[src/sv/gsc_pkg.sv]
// ----------------------------------------------------------------------------
// gsc_pkg
// Shared types and codes for the glyph slot cache.
// ----------------------------------------------------------------------------
package gsc_pkg;

   localparam int CODE_W = 16;

   // item kinds
   localparam logic [1:0] KIND_LOOKUP    = 2'd0;
   localparam logic [1:0] KIND_BEGIN     = 2'd1;
   localparam logic [1:0] KIND_EVICT     = 2'd2;
   localparam logic [1:0] KIND_RESET_ALL = 2'd3;

   // result status codes
   localparam logic [2:0] STATUS_HIT     = 3'd0;
   localparam logic [2:0] STATUS_ALLOC   = 3'd1;
   localparam logic [2:0] STATUS_MISSING = 3'd2;
   localparam logic [2:0] STATUS_FULL    = 3'd3;
   localparam logic [2:0] STATUS_DONE    = 3'd4;

   localparam logic [8:0] RASTER_ENTRIES = 9'd256;
   localparam logic [7:0] ROW_MASK       = 8'hF0;

   typedef enum logic [1:0] {
      FSM_CLEAR,
      FSM_IDLE,
      FSM_SCAN,
      FSM_RESULT
   } fsm_state_type;

   typedef struct packed {
      logic [2:0] status;
      logic [7:0] slot;
      logic [7:0] tile_u;
      logic [7:0] tile_v;
      logic [5:0] upload_x;
      logic [7:0] raster_index;
   } result_type;

endpackage

[src/sv/glyph_slot_cache_with_frame_eviction.sv]
// ----------------------------------------------------------------------------
// glyph_slot_cache_with_frame_eviction
// Fully associative glyph slot cache with per-frame used bits, kept in one
// synchronous slot memory and walked by a pipelined read-modify-write scan.
// ----------------------------------------------------------------------------
//  channel | direction | tdata                               | tuser
//  req     | in        | glyph_code, glyph_present           | kind
//  rsp     | out       | slot, tile_u, tile_v, upload_x,     | status
//          |           | raster_index                        |
//
//  Every item walks the slot memory through its single read port, one slot
//  per cycle: a maintenance item or a lookup without a hit walks every slot,
//  and a lookup that hits slot i stops there; no new item is accepted during
//  the walk. After reset a clearing pass zeroes the slots while req_tready
//  stays low. A result waits in the output register; the next item is
//  accepted meanwhile, and its result holds until the earlier one is taken.
// ----------------------------------------------------------------------------
module glyph_slot_cache_with_frame_eviction
   import gsc_pkg::*;
#(
   parameter int SLOT_COUNT   = 256,
   parameter int TILE_COLUMNS = 16
) (
   input  logic        clock,
   input  logic        reset,
   input  logic        req_tvalid,
   output logic        req_tready,
   input  logic [23:0] req_tdata,   // [15:0] glyph_code, [16] glyph_present, rest zero
   input  logic [1:0]  req_tuser,   // [1:0] kind
   output logic        rsp_tvalid,
   input  logic        rsp_tready,
   output logic [39:0] rsp_tdata,   // [7:0] slot, [15:8] tile_u, [23:16] tile_v,
                                    // [29:24] upload_x, [37:30] raster_index, rest zero
   output logic [2:0]  rsp_tuser    // [2:0] status
);

   localparam int IDX_W = $clog2(SLOT_COUNT);
   localparam int COL_W = (TILE_COLUMNS > 1) ? $clog2(TILE_COLUMNS) : 1;
   localparam logic [IDX_W-1:0] LAST_IDX = IDX_W'(SLOT_COUNT - 1);
   localparam logic [COL_W-1:0] LAST_COL = COL_W'(TILE_COLUMNS - 1);
   localparam int ENTRY_W = CODE_W + 1;

   // slot memory: {code, used}
   logic [ENTRY_W-1:0] mem [SLOT_COUNT];
   logic [ENTRY_W-1:0] rd_data_ff;
   logic               rd_en;
   logic               wr_en;
   logic [IDX_W-1:0]   wr_addr;
   logic [ENTRY_W-1:0] wr_data;

   fsm_state_type state_ff, state_in;

   logic [1:0]        kind_ff, kind_in;
   logic [CODE_W-1:0] code_ff, code_in;
   logic              present_ff, present_in;

   logic              iss_active_ff, iss_active_in;
   logic [IDX_W-1:0]  iss_idx_ff, iss_idx_in;
   logic [COL_W-1:0]  iss_col_ff, iss_col_in;

   logic              chk_valid_ff, chk_valid_in;
   logic              chk_last_ff, chk_last_in;
   logic [IDX_W-1:0]  chk_idx_ff, chk_idx_in;
   logic [COL_W-1:0]  chk_col_ff, chk_col_in;

   logic              free_found_ff, free_found_in;
   logic [IDX_W-1:0]  free_idx_ff, free_idx_in;
   logic [COL_W-1:0]  free_col_ff, free_col_in;

   logic [8:0]        raster_next_ff, raster_next_in;

   result_type        res_ff, res_in;
   logic              rsp_valid_ff, rsp_valid_in;
   result_type        rsp_ff, rsp_in;

   logic [CODE_W-1:0] entry_code;
   logic              entry_used;
   logic              chk_hit;
   logic              chk_free;
   logic              scan_end;
   logic              req_accept;
   logic              rsp_free;

   assign entry_code = rd_data_ff[ENTRY_W-1:1];
   assign entry_used = rd_data_ff[0];
   assign chk_hit    = chk_valid_ff && (kind_ff == KIND_LOOKUP) && (entry_code == code_ff);
   assign chk_free   = chk_valid_ff && (entry_code == '0) && !entry_used;
   assign scan_end   = chk_valid_ff && (chk_hit || chk_last_ff);
   assign req_tready = (state_ff == FSM_IDLE);
   assign req_accept = req_tvalid && req_tready;
   assign rsp_free   = !rsp_valid_ff || rsp_tready;

   // ---- next state ----
   always_comb begin
      state_in = state_ff;
      case (state_ff)
         FSM_CLEAR: begin
            if (scan_end) state_in = FSM_IDLE;
         end
         FSM_IDLE: begin
            if (req_accept) state_in = FSM_SCAN;
         end
         FSM_SCAN: begin
            if (scan_end) state_in = FSM_RESULT;
         end
         FSM_RESULT: begin
            if (rsp_free) state_in = FSM_IDLE;
         end
         default: state_in = FSM_IDLE;
      endcase
   end

   // ---- datapath and memory control ----
   always_comb begin
      logic              use_alloc;
      logic [IDX_W-1:0]  sel_idx;
      logic [COL_W-1:0]  sel_col;
      logic [31:0]       slot32;
      logic [31:0]       u32;
      logic [31:0]       x32;
      logic [7:0]        slot8;
      logic [7:0]        raster8;

      kind_in        = kind_ff;
      code_in        = code_ff;
      present_in     = present_ff;
      iss_active_in  = iss_active_ff;
      iss_idx_in     = iss_idx_ff;
      iss_col_in     = iss_col_ff;
      chk_valid_in   = 1'b0;
      chk_last_in    = chk_last_ff;
      chk_idx_in     = chk_idx_ff;
      chk_col_in     = chk_col_ff;
      free_found_in  = free_found_ff;
      free_idx_in    = free_idx_ff;
      free_col_in    = free_col_ff;
      raster_next_in = raster_next_ff;
      res_in         = res_ff;
      rsp_valid_in   = rsp_valid_ff && !rsp_tready;
      rsp_in         = rsp_ff;
      rd_en          = 1'b0;
      wr_en          = 1'b0;
      wr_addr        = chk_idx_ff;
      wr_data        = rd_data_ff;

      use_alloc = 1'b0;
      sel_idx   = chk_idx_ff;
      sel_col   = chk_col_ff;
      if (!chk_hit && free_found_ff) begin
         sel_idx = free_idx_ff;
         sel_col = free_col_ff;
      end else if (!chk_hit && chk_free) begin
         sel_idx = chk_idx_ff;
         sel_col = chk_col_ff;
      end
      slot32  = 32'(sel_idx);
      u32     = 32'(sel_col) << 4;
      x32     = 32'(sel_col) << 2;
      slot8   = slot32[7:0];
      raster8 = (raster_next_ff >= RASTER_ENTRIES) ? 8'(RASTER_ENTRIES - 9'd1)
                                                   : raster_next_ff[7:0];

      // start an item
      if (req_accept) begin
         kind_in       = req_tuser;
         code_in       = req_tdata[15:0];
         present_in    = req_tdata[16];
         iss_active_in = 1'b1;
         iss_idx_in    = '0;
         iss_col_in    = '0;
         free_found_in = 1'b0;
         if (req_tuser == KIND_BEGIN) raster_next_in = '0;
      end

      // issue one slot read a cycle
      if ((state_ff == FSM_CLEAR || state_ff == FSM_SCAN) && iss_active_ff) begin
         rd_en         = 1'b1;
         chk_valid_in  = 1'b1;
         chk_idx_in    = iss_idx_ff;
         chk_col_in    = iss_col_ff;
         chk_last_in   = (iss_idx_ff == LAST_IDX);
         iss_idx_in    = iss_idx_ff + 1'b1;
         iss_col_in    = (iss_col_ff == LAST_COL) ? '0 : iss_col_ff + 1'b1;
         iss_active_in = (iss_idx_ff != LAST_IDX);
      end

      // check the slot read last cycle and write it back as its item kind requires
      if ((state_ff == FSM_CLEAR || state_ff == FSM_SCAN) && chk_valid_ff) begin
         case (kind_ff)
            KIND_LOOKUP: begin
               if (chk_hit) begin
                  wr_en   = 1'b1;
                  wr_data = {entry_code, 1'b1};
               end else if (chk_free && !free_found_ff) begin
                  free_found_in = 1'b1;
                  free_idx_in   = chk_idx_ff;
                  free_col_in   = chk_col_ff;
               end
            end
            KIND_BEGIN: begin
               wr_en   = 1'b1;
               wr_data = {entry_code, 1'b0};
            end
            KIND_EVICT: begin
               wr_en   = 1'b1;
               wr_data = entry_used ? rd_data_ff : '0;
            end
            KIND_RESET_ALL: begin
               wr_en   = 1'b1;
               wr_data = '0;
            end
            default: wr_en = 1'b0;
         endcase

         if (scan_end) begin
            iss_active_in = 1'b0;
            chk_valid_in  = 1'b0;
            res_in        = '0;
            if (kind_ff != KIND_LOOKUP) begin
               res_in.status = STATUS_DONE;
            end else if (chk_hit) begin
               res_in.status = STATUS_HIT;
            end else if (!present_ff) begin
               res_in.status = STATUS_MISSING;
            end else if (free_found_ff || chk_free) begin
               use_alloc     = 1'b1;
               res_in.status = STATUS_ALLOC;
            end else begin
               res_in.status = STATUS_FULL;
            end

            if (chk_hit || use_alloc) begin
               res_in.slot   = slot8;
               res_in.tile_u = u32[7:0];
               res_in.tile_v = slot8 & ROW_MASK;
            end
            if (use_alloc) begin
               res_in.upload_x     = x32[5:0];
               res_in.raster_index = raster8;
               wr_en   = 1'b1;
               wr_addr = sel_idx;
               wr_data = {code_ff, 1'b1};
               if (raster_next_ff < RASTER_ENTRIES) raster_next_in = raster_next_ff + 9'd1;
            end
         end
      end

      // hand the result to the output register
      if (state_ff == FSM_RESULT && rsp_free) begin
         rsp_valid_in = 1'b1;
         rsp_in       = res_ff;
      end
   end

   // ---- slot memory ----
   always_ff @(posedge clock) begin
      if (rd_en) rd_data_ff <= mem[iss_idx_ff];
   end

   always_ff @(posedge clock) begin
      if (wr_en) mem[wr_addr] <= wr_data;
   end

   // ---- control registers ----
   always_ff @(posedge clock) begin
      if (reset) begin
         state_ff       <= FSM_CLEAR;
         kind_ff        <= KIND_RESET_ALL;
         iss_active_ff  <= 1'b1;
         iss_idx_ff     <= '0;
         iss_col_ff     <= '0;
         chk_valid_ff   <= 1'b0;
         free_found_ff  <= 1'b0;
         raster_next_ff <= '0;
         rsp_valid_ff   <= 1'b0;
      end else begin
         state_ff       <= state_in;
         kind_ff        <= kind_in;
         iss_active_ff  <= iss_active_in;
         iss_idx_ff     <= iss_idx_in;
         iss_col_ff     <= iss_col_in;
         chk_valid_ff   <= chk_valid_in;
         free_found_ff  <= free_found_in;
         raster_next_ff <= raster_next_in;
         rsp_valid_ff   <= rsp_valid_in;
      end
   end

   // ---- payload registers ----
   always_ff @(posedge clock) begin
      code_ff     <= code_in;
      present_ff  <= present_in;
      chk_last_ff <= chk_last_in;
      chk_idx_ff  <= chk_idx_in;
      chk_col_ff  <= chk_col_in;
      free_idx_ff <= free_idx_in;
      free_col_ff <= free_col_in;
      res_ff      <= res_in;
      rsp_ff      <= rsp_in;
   end

   assign rsp_tvalid = rsp_valid_ff;
   assign rsp_tuser  = rsp_ff.status;
   assign rsp_tdata  = {2'b00, rsp_ff.raster_index, rsp_ff.upload_x, rsp_ff.tile_v,
                        rsp_ff.tile_u, rsp_ff.slot};

endmodule

[config.mk]
export PLATFORM = sky130hd
export DESIGN_NAME = glyph_slot_cache_with_frame_eviction
export DESIGN_NICKNAME = d
export VERILOG_FILES = /design/src/sv/gsc_pkg.sv /design/src/sv/glyph_slot_cache_with_frame_eviction.sv
export SDC_FILE = /design/constraint.sdc
export NUM_CORES = 2
export LEC_CHECK = 0
export CAP_MARGIN = 20
export CELL_PAD_IN_SITES_DETAIL_PLACEMENT = 1
export CELL_PAD_IN_SITES_GLOBAL_PLACEMENT = 1
export CORE_MARGIN = 3
export CORE_UTILIZATION = 35
export DETAILED_ROUTE_END_ITERATION = 16
export DONT_BUFFER_PORTS = 1
export MAX_ROUTING_LAYER = met4
export PLACE_DENSITY = 0.56
export SETUP_SLACK_MARGIN = 0.1
export SLEW_MARGIN = 5
export SYNTH_ARGS = -nofsm -noshare
export SYNTH_HDL_FRONTEND = slang
export SYNTH_MEMORY_MAX_BITS = 65536
export SYNTH_SLANG_ARGS = --single-unit
[constraint.sdc]
create_clock -name clock -period 14.1 [get_ports clock]
set_input_delay 0.705 -clock clock [delete_from_list [all_inputs] [get_ports clock]]
set_output_delay 0.705 -clock clock [all_outputs]
set_load 0.05 [all_outputs]
### Yosys cells after proc, flatten, opt, wreduce, memory -nomap -nowiden

Memory sizes are Yosys's and may differ from the RTL's. A register that Yosys moved wholly into a read port is not among the register bits.
Index checks and enable logic that the tools add are counted.

* register bits after elaboration: 153
* RAM bits: 4352
* memories kept: 1

Memories
* mem: depth 256, bits a word 17, rd ports 1, clocked after Yosys merged registers in 1, write ports 1, line glyph_slot_cache_with_frame_eviction.sv:44 `logic [ENTRY_W-1:0] mem [SLOT_COUNT];`

* add/sub/neg operators: 3
* $lt $le $gt $ge: 2
* equality and inequality tests: 15
* multiplexer cells: 56
* bitwise logic cells: 2
* reductions and logical operators: 33

Operators by type and width (number)
* 17-bit two-way mux: 4
* 17-bit case mux with 4 select lines: 1
* 8-bit two-way mux: 7
* 9-bit two-way mux: 6
* 1-bit two-way mux: 26
* 16-bit == test: 1
* 16-bit logical NOT: 1
* 4-bit two-way mux: 4
* 1-bit logical AND: 12
* 2-bit two-way mux: 6
* 9-bit by 1-bit adder with 9-bit output, second input constant: 1
* 9-bit greater-or-equal comparator, second input constant: 1
* 9-bit less-than comparator, second input constant: 1
* 8-bit by 1-bit adder with 8-bit output, second input constant: 1
* 2-bit == test, second input constant: 4
* 8-bit == test, second input constant: 1
* 8-bit inequality test, second input constant: 1
* 2-bit case mux with 4 select lines: 1
* 4-bit AND reduction: 2
* 2-bit by 1-bit == test with 1-bit output, second input constant: 3
* 2-bit inequality test, second input constant: 3
* 3-bit OR reduction: 2
* 1-bit logical NOT: 5
* 1-bit logical OR: 5
* other kinds (9): 12

### Depth between registers and ports, before layout

* depth after elaboration: 15
* gate-level depth with buffers: 14
* gate-level depth less buffers: 9

### Least setup slack after synthesis

No wires, ideal clock.

* kind: register to register
* start point: register rd_data_ff[9] (read register of mem)
* end point: memory mem[0][0] in the netlist's numbering (data pin)
* setup time: 2.187 ns
* arrival time: 11.642 ns
* required time: 11.913 ns
* slack: 0.270 ns
* stages on the path, launching flop included: 7
* period minus slack after synthesis: 13.830 ns
* cells stage by stage: edfxtp_1 > or4_1 > nor4_2 > o21a_1 > and2_1 > a31oi_1 > o21ai_0

* longest elaborated chain between the ends: 13
* elaborated cells between the ends (all ways): 19

RTL lines
* from (decl): line glyph_slot_cache_with_frame_eviction.sv:45 `logic [ENTRY_W-1:0] rd_data_ff;`
* 16-bit logical NOT: line glyph_slot_cache_with_frame_eviction.sv:87 `assign chk_free = chk_valid_ff && (entry_code == '0) && !entry_used;`
* 1-bit logical AND (2 in series): line glyph_slot_cache_with_frame_eviction.sv:87
* 1-bit logical OR: line glyph_slot_cache_with_frame_eviction.sv:225 `end else if (free_found_ff || chk_free) begin`
* 1-bit two-way mux: line glyph_slot_cache_with_frame_eviction.sv:225
* 1-bit two-way mux: line glyph_slot_cache_with_frame_eviction.sv:223 `end else if (!present_ff) begin`
* 1-bit two-way mux: line glyph_slot_cache_with_frame_eviction.sv:221 `end else if (chk_hit) begin`
* 1-bit two-way mux: line glyph_slot_cache_with_frame_eviction.sv:219 `if (kind_ff != KIND_LOOKUP) begin`
* 1-bit two-way mux: line glyph_slot_cache_with_frame_eviction.sv:215 `if (scan_end) begin`
* 1-bit two-way mux: line glyph_slot_cache_with_frame_eviction.sv:188 `if ((state_ff == FSM_CLEAR || state_ff == FSM_SCAN) && chk_valid_ff) begin`
* 17-bit two-way mux: line glyph_slot_cache_with_frame_eviction.sv:237 `if (use_alloc) begin`
* 17-bit two-way mux *: line glyph_slot_cache_with_frame_eviction.sv:215
* 17-bit two-way mux *: line glyph_slot_cache_with_frame_eviction.sv:188
* net wr_data[0]: line glyph_slot_cache_with_frame_eviction.sv:49 `logic [ENTRY_W-1:0] wr_data;`
* to (decl): line glyph_slot_cache_with_frame_eviction.sv:44

Mark *: on every way through the listed nets, which the timed path passes. The rest lies on a longest branch. The select of a mux whose other input is x is not followed.

==> qor.csv <==
stage;metric;value;unit
outcome;outcome;finished clean;
synth;Post-synth EDFFs;4465;
synth;cell with the most instances after synthesis;edfxtp_1;
timing;number of max-slew violations in the final report;0;
synth;synthesized cell area;174800;um2
pwr;pwr/cell area;192.0;nW/um2
detailed_routing;DR vias;86775;
detailed_routing;vias per cell;5.498;
detailed_routing;ANT nets after route;0;
timing;worst slew pin tran;1.460;ns
global_route;GR Util met2;30.95;%
synth;Seq cells post-synth;4494;
clock_tree;TritonCTS Buffers;469;
synth;top_reg_cell synth;edfxtp_1;
floorplanning;die height;712.8;um
clock_tree;Clock Tree Root;clkbuf_16;
final_layout;layout cell share with drive strength beyond 1;25.46;%
floorplanning;Initial Util;35.28;%
place;I/O Buffers;0;
synth;Distinct cells, synth;74;
critical_path;Worst Path Required;14.87;ns
pwr;leakage;61.75;nW
detailed_routing;Initial DRT Pass Iterations;6;
critical_path;CP Data Arrival Time;7.01;ns
synth;largest cells by area after synthesis;edfxtp_1, mux4_2, mux2i_1;
pwr;Flop pwr share;45.9;%
detailed_routing;drt first-iter violations;9679;
synth;leading area contributor after synthesis;edfxtp_1;
clock_tree;CTS Sinks;4494;
place;gpl congestion;0.8284;
synth;synth cell count leaders;edfxtp_1, mux4_2, mux2i_1, nor2_1, clkbuf_1;
global_route;GRT Resource Usage Total;19.80;%
floorplanning;die area;508000;um2
floorplanning;Core Area;495500;um2
timing;Final min period;6.241;ns
timing;# setup viols final;0;
timing;max_slew headroom;2.659;%
pwr;Net Sw Frac;29.66;%
global_route;vias in the first global route;90065;
place;post-DP HPWL;292800;um
floorplanning;Chip Width;712.8;um
detailed_routing;WL final;499300;um
clock_tree;H-tree depth;5;
timing;final hold slack;0.1228;ns
clock_tree;Reg clk slew, reported paths;0.07;ns
detailed_routing;Residual DRC;0;
critical_path;CP Max Fanout;91;
synth;area share of the largest cell type after synthesis;76.69;%
synth;ys async rst share;0;%
synth;sequential share of the synthesized area;77.02;%
floorplanning;io pins;75;
global_route;met3 Use GR;3.130;%
timing;Max Clk Rate;160.2;MHz
timing;Hold Violations, Final;0;
clock_tree;CTS tree;built;
timing;Tcrit/Tclk final;44.26;%
global_route;busiest grt layer;met2;
critical_path;r2r setup slk;7.86;ns
global_route;Overflow after GRT;0;
final_layout;area grow syn2layout;14.71;%
global_route;met1 Usage GRT;27.16;%
synth;syn_area_per_cell;21.16;um2
run;Max Cap Viol;0;
pwr;clock share of power;31.3;%
critical_path;crit path launch;iss_idx_ff[0];
floorplanning;row cnt;258;
pwr;Comb pwr share;22.8;%
final_layout;Final #Nets;8783;
critical_path;Critical Path Start Type;register;
synth;Post-Synthesis Cells;8262;
min_path;hold wc startpoint;req_tvalid;
global_route;initial antenna violation count;30;
global_route;largest net degree at the start of global routing;177;
timing;final clock skew;0.1471;ns
clock_tree;clock buffer depth;4;
critical_path;FF-to-FF Start;iss_idx_ff[0];
pwr;Cell Int Power;27.09;mW
min_path;hold crit path type;input port to register;
synth;Ys Warns;0;
clock_tree;Clk Latency, worst-skew pair;1.07;ns
clock_tree;setup repair bufs after CTS;0;
timing;Fin Setup TNS;0;ns
pwr;P_sw;11.42;mW
global_route;first-pass GRT wire length;699900;um
final_layout;Filler cells;46557;
critical_path;Critical Path End Type;register;
critical_path;critical path class;register to register;
detailed_routing;per-cell routed wire length;31.64;um
timing;RSZ-0062 raised after global routing;false;
pwr;maximum vdd drop;0.0002403;V
==> logic make-up (layout without fill, tap and decap cells) <==
family / count (synthesis) / in the layout / synth area share [%]
DFF: 4494 / 4494 / 77.02
muxes: 1602 / 1602 / 15.76
AOI/OAI and AO/OA: 816 / 816 / 3.288
and+or+nand+nor: 813 / 813 / 2.036
buffers and inverters: 512 / 1378 / 1.753
xor gates and xnor gates: 16 / 16 / 0.08015
adders and majority gates: 8 / 8 / 0.05725
other: 1 / 25 / 0.002145
==> area by class of cell <==
class | count | area (um2) | area share (%)
diodes | 13 | 32.53 | 0.01622
inverters | 16 | 77.57 | 0.03868
multi-input cells | 3267 | 38160 | 19.03
clock inverters | 275 | 2585 | 1.289
flip-flops and latches | 4494 | 134700 | 67.16
repair buffers | 497 | 4388 | 2.188
clock buffers | 590 | 12330 | 6.150
well taps | 6630 | 8295 | 4.136
==> stage by stage <==
| step | power (mW) | instances | instance area [um2] | util, % | setup slack (ns) |
|---|---|---|---|---|---|
| floorplan | 24.07 | 8273 | 174900 | - | 0.2704 |
| global placement | 26.36 | 14828 | 184600 | 37.25 | 7.755 |
| detailed placement | 26.77 | 14846 | 184800 | 37.29 | 7.732 |
| CTS | 38.82 | 15735 | 199900 | 40.35 | 7.714 |
| global route | 39.95 | 15777 | 200500 | 40.47 | 7.533 |
| finish | 38.51 | 15782 | 200500 | 40.47 | 7.859 |
==> sequential cells by signal, summed over array words and instances (netlist names), 2 cells and up <==
register	cells
raster_next_ff	9
iss_idx_ff	8
res_ff	27
code_ff	16
rd_data_ff	17
free_idx_ff	8
state_ff	2
rsp_tuser	3
chk_idx_ff	8
chk_col_ff	4
mem	4352
kind_ff	2
iss_col_ff	4
free_col_ff	4
rsp_tdata	24
==> power groups by stage <==
stage	sequential (mW)	combinational, mW	clock [mW]
after floorplan	18.4	5.62	0
after global placement	17.9	8.43	0
after detailed placement	18.0	8.81	0
after CTS	17.7	8.82	12.3
after global routing	17.7	9.39	12.9
final	17.7	8.77	12.1
==> per-layer routing <==
metal | routed length, um | share of wire (%)
met5 | 0 | 0
met2 | 236800 | 47
met3 | 31770 | 6.4
met4 | 14530 | 2.9
met1 | 216200 | 43
==> path summary, 6_finish.rpt <==
kind / cells after the start / end
setup / recovery: 8 / rd_data_ff[9]
hold / removal: 3 / kind_ff[1]
hold reg to reg: 0 / rsp_tdata[37]
setup reg to reg: 8 / rd_data_ff[9]
==> what timing repair did <==
item,in CTS,in global routing
hold buffers,24,0
hold endpoints to repair,41,0
resized for setup,0,0
==> cells in the final DEF, fill, tap and decap left out, drive strengths merged, types with 119 or more instances in the layout <==
master,n
a21oi,127
buf,470
clkbuf,593
clkinv,222
edfxtp,4465
mux2i,675
mux4,920
nor2,459
o21ai,119
o221ai,192
o22ai,171
==> critical path, stage by stage (launching register included) <==
cell       delay [ns]
dfxtp_4          0.90
buf_4            0.68
buf_12           0.55
buf_4            0.74
mux4_2           0.61
mux4_2           0.56
a22oi_1          0.97
a22o_1           0.47
a2111oi_2        0.06
Note: power is estimated with default switching activity, not from simulation.
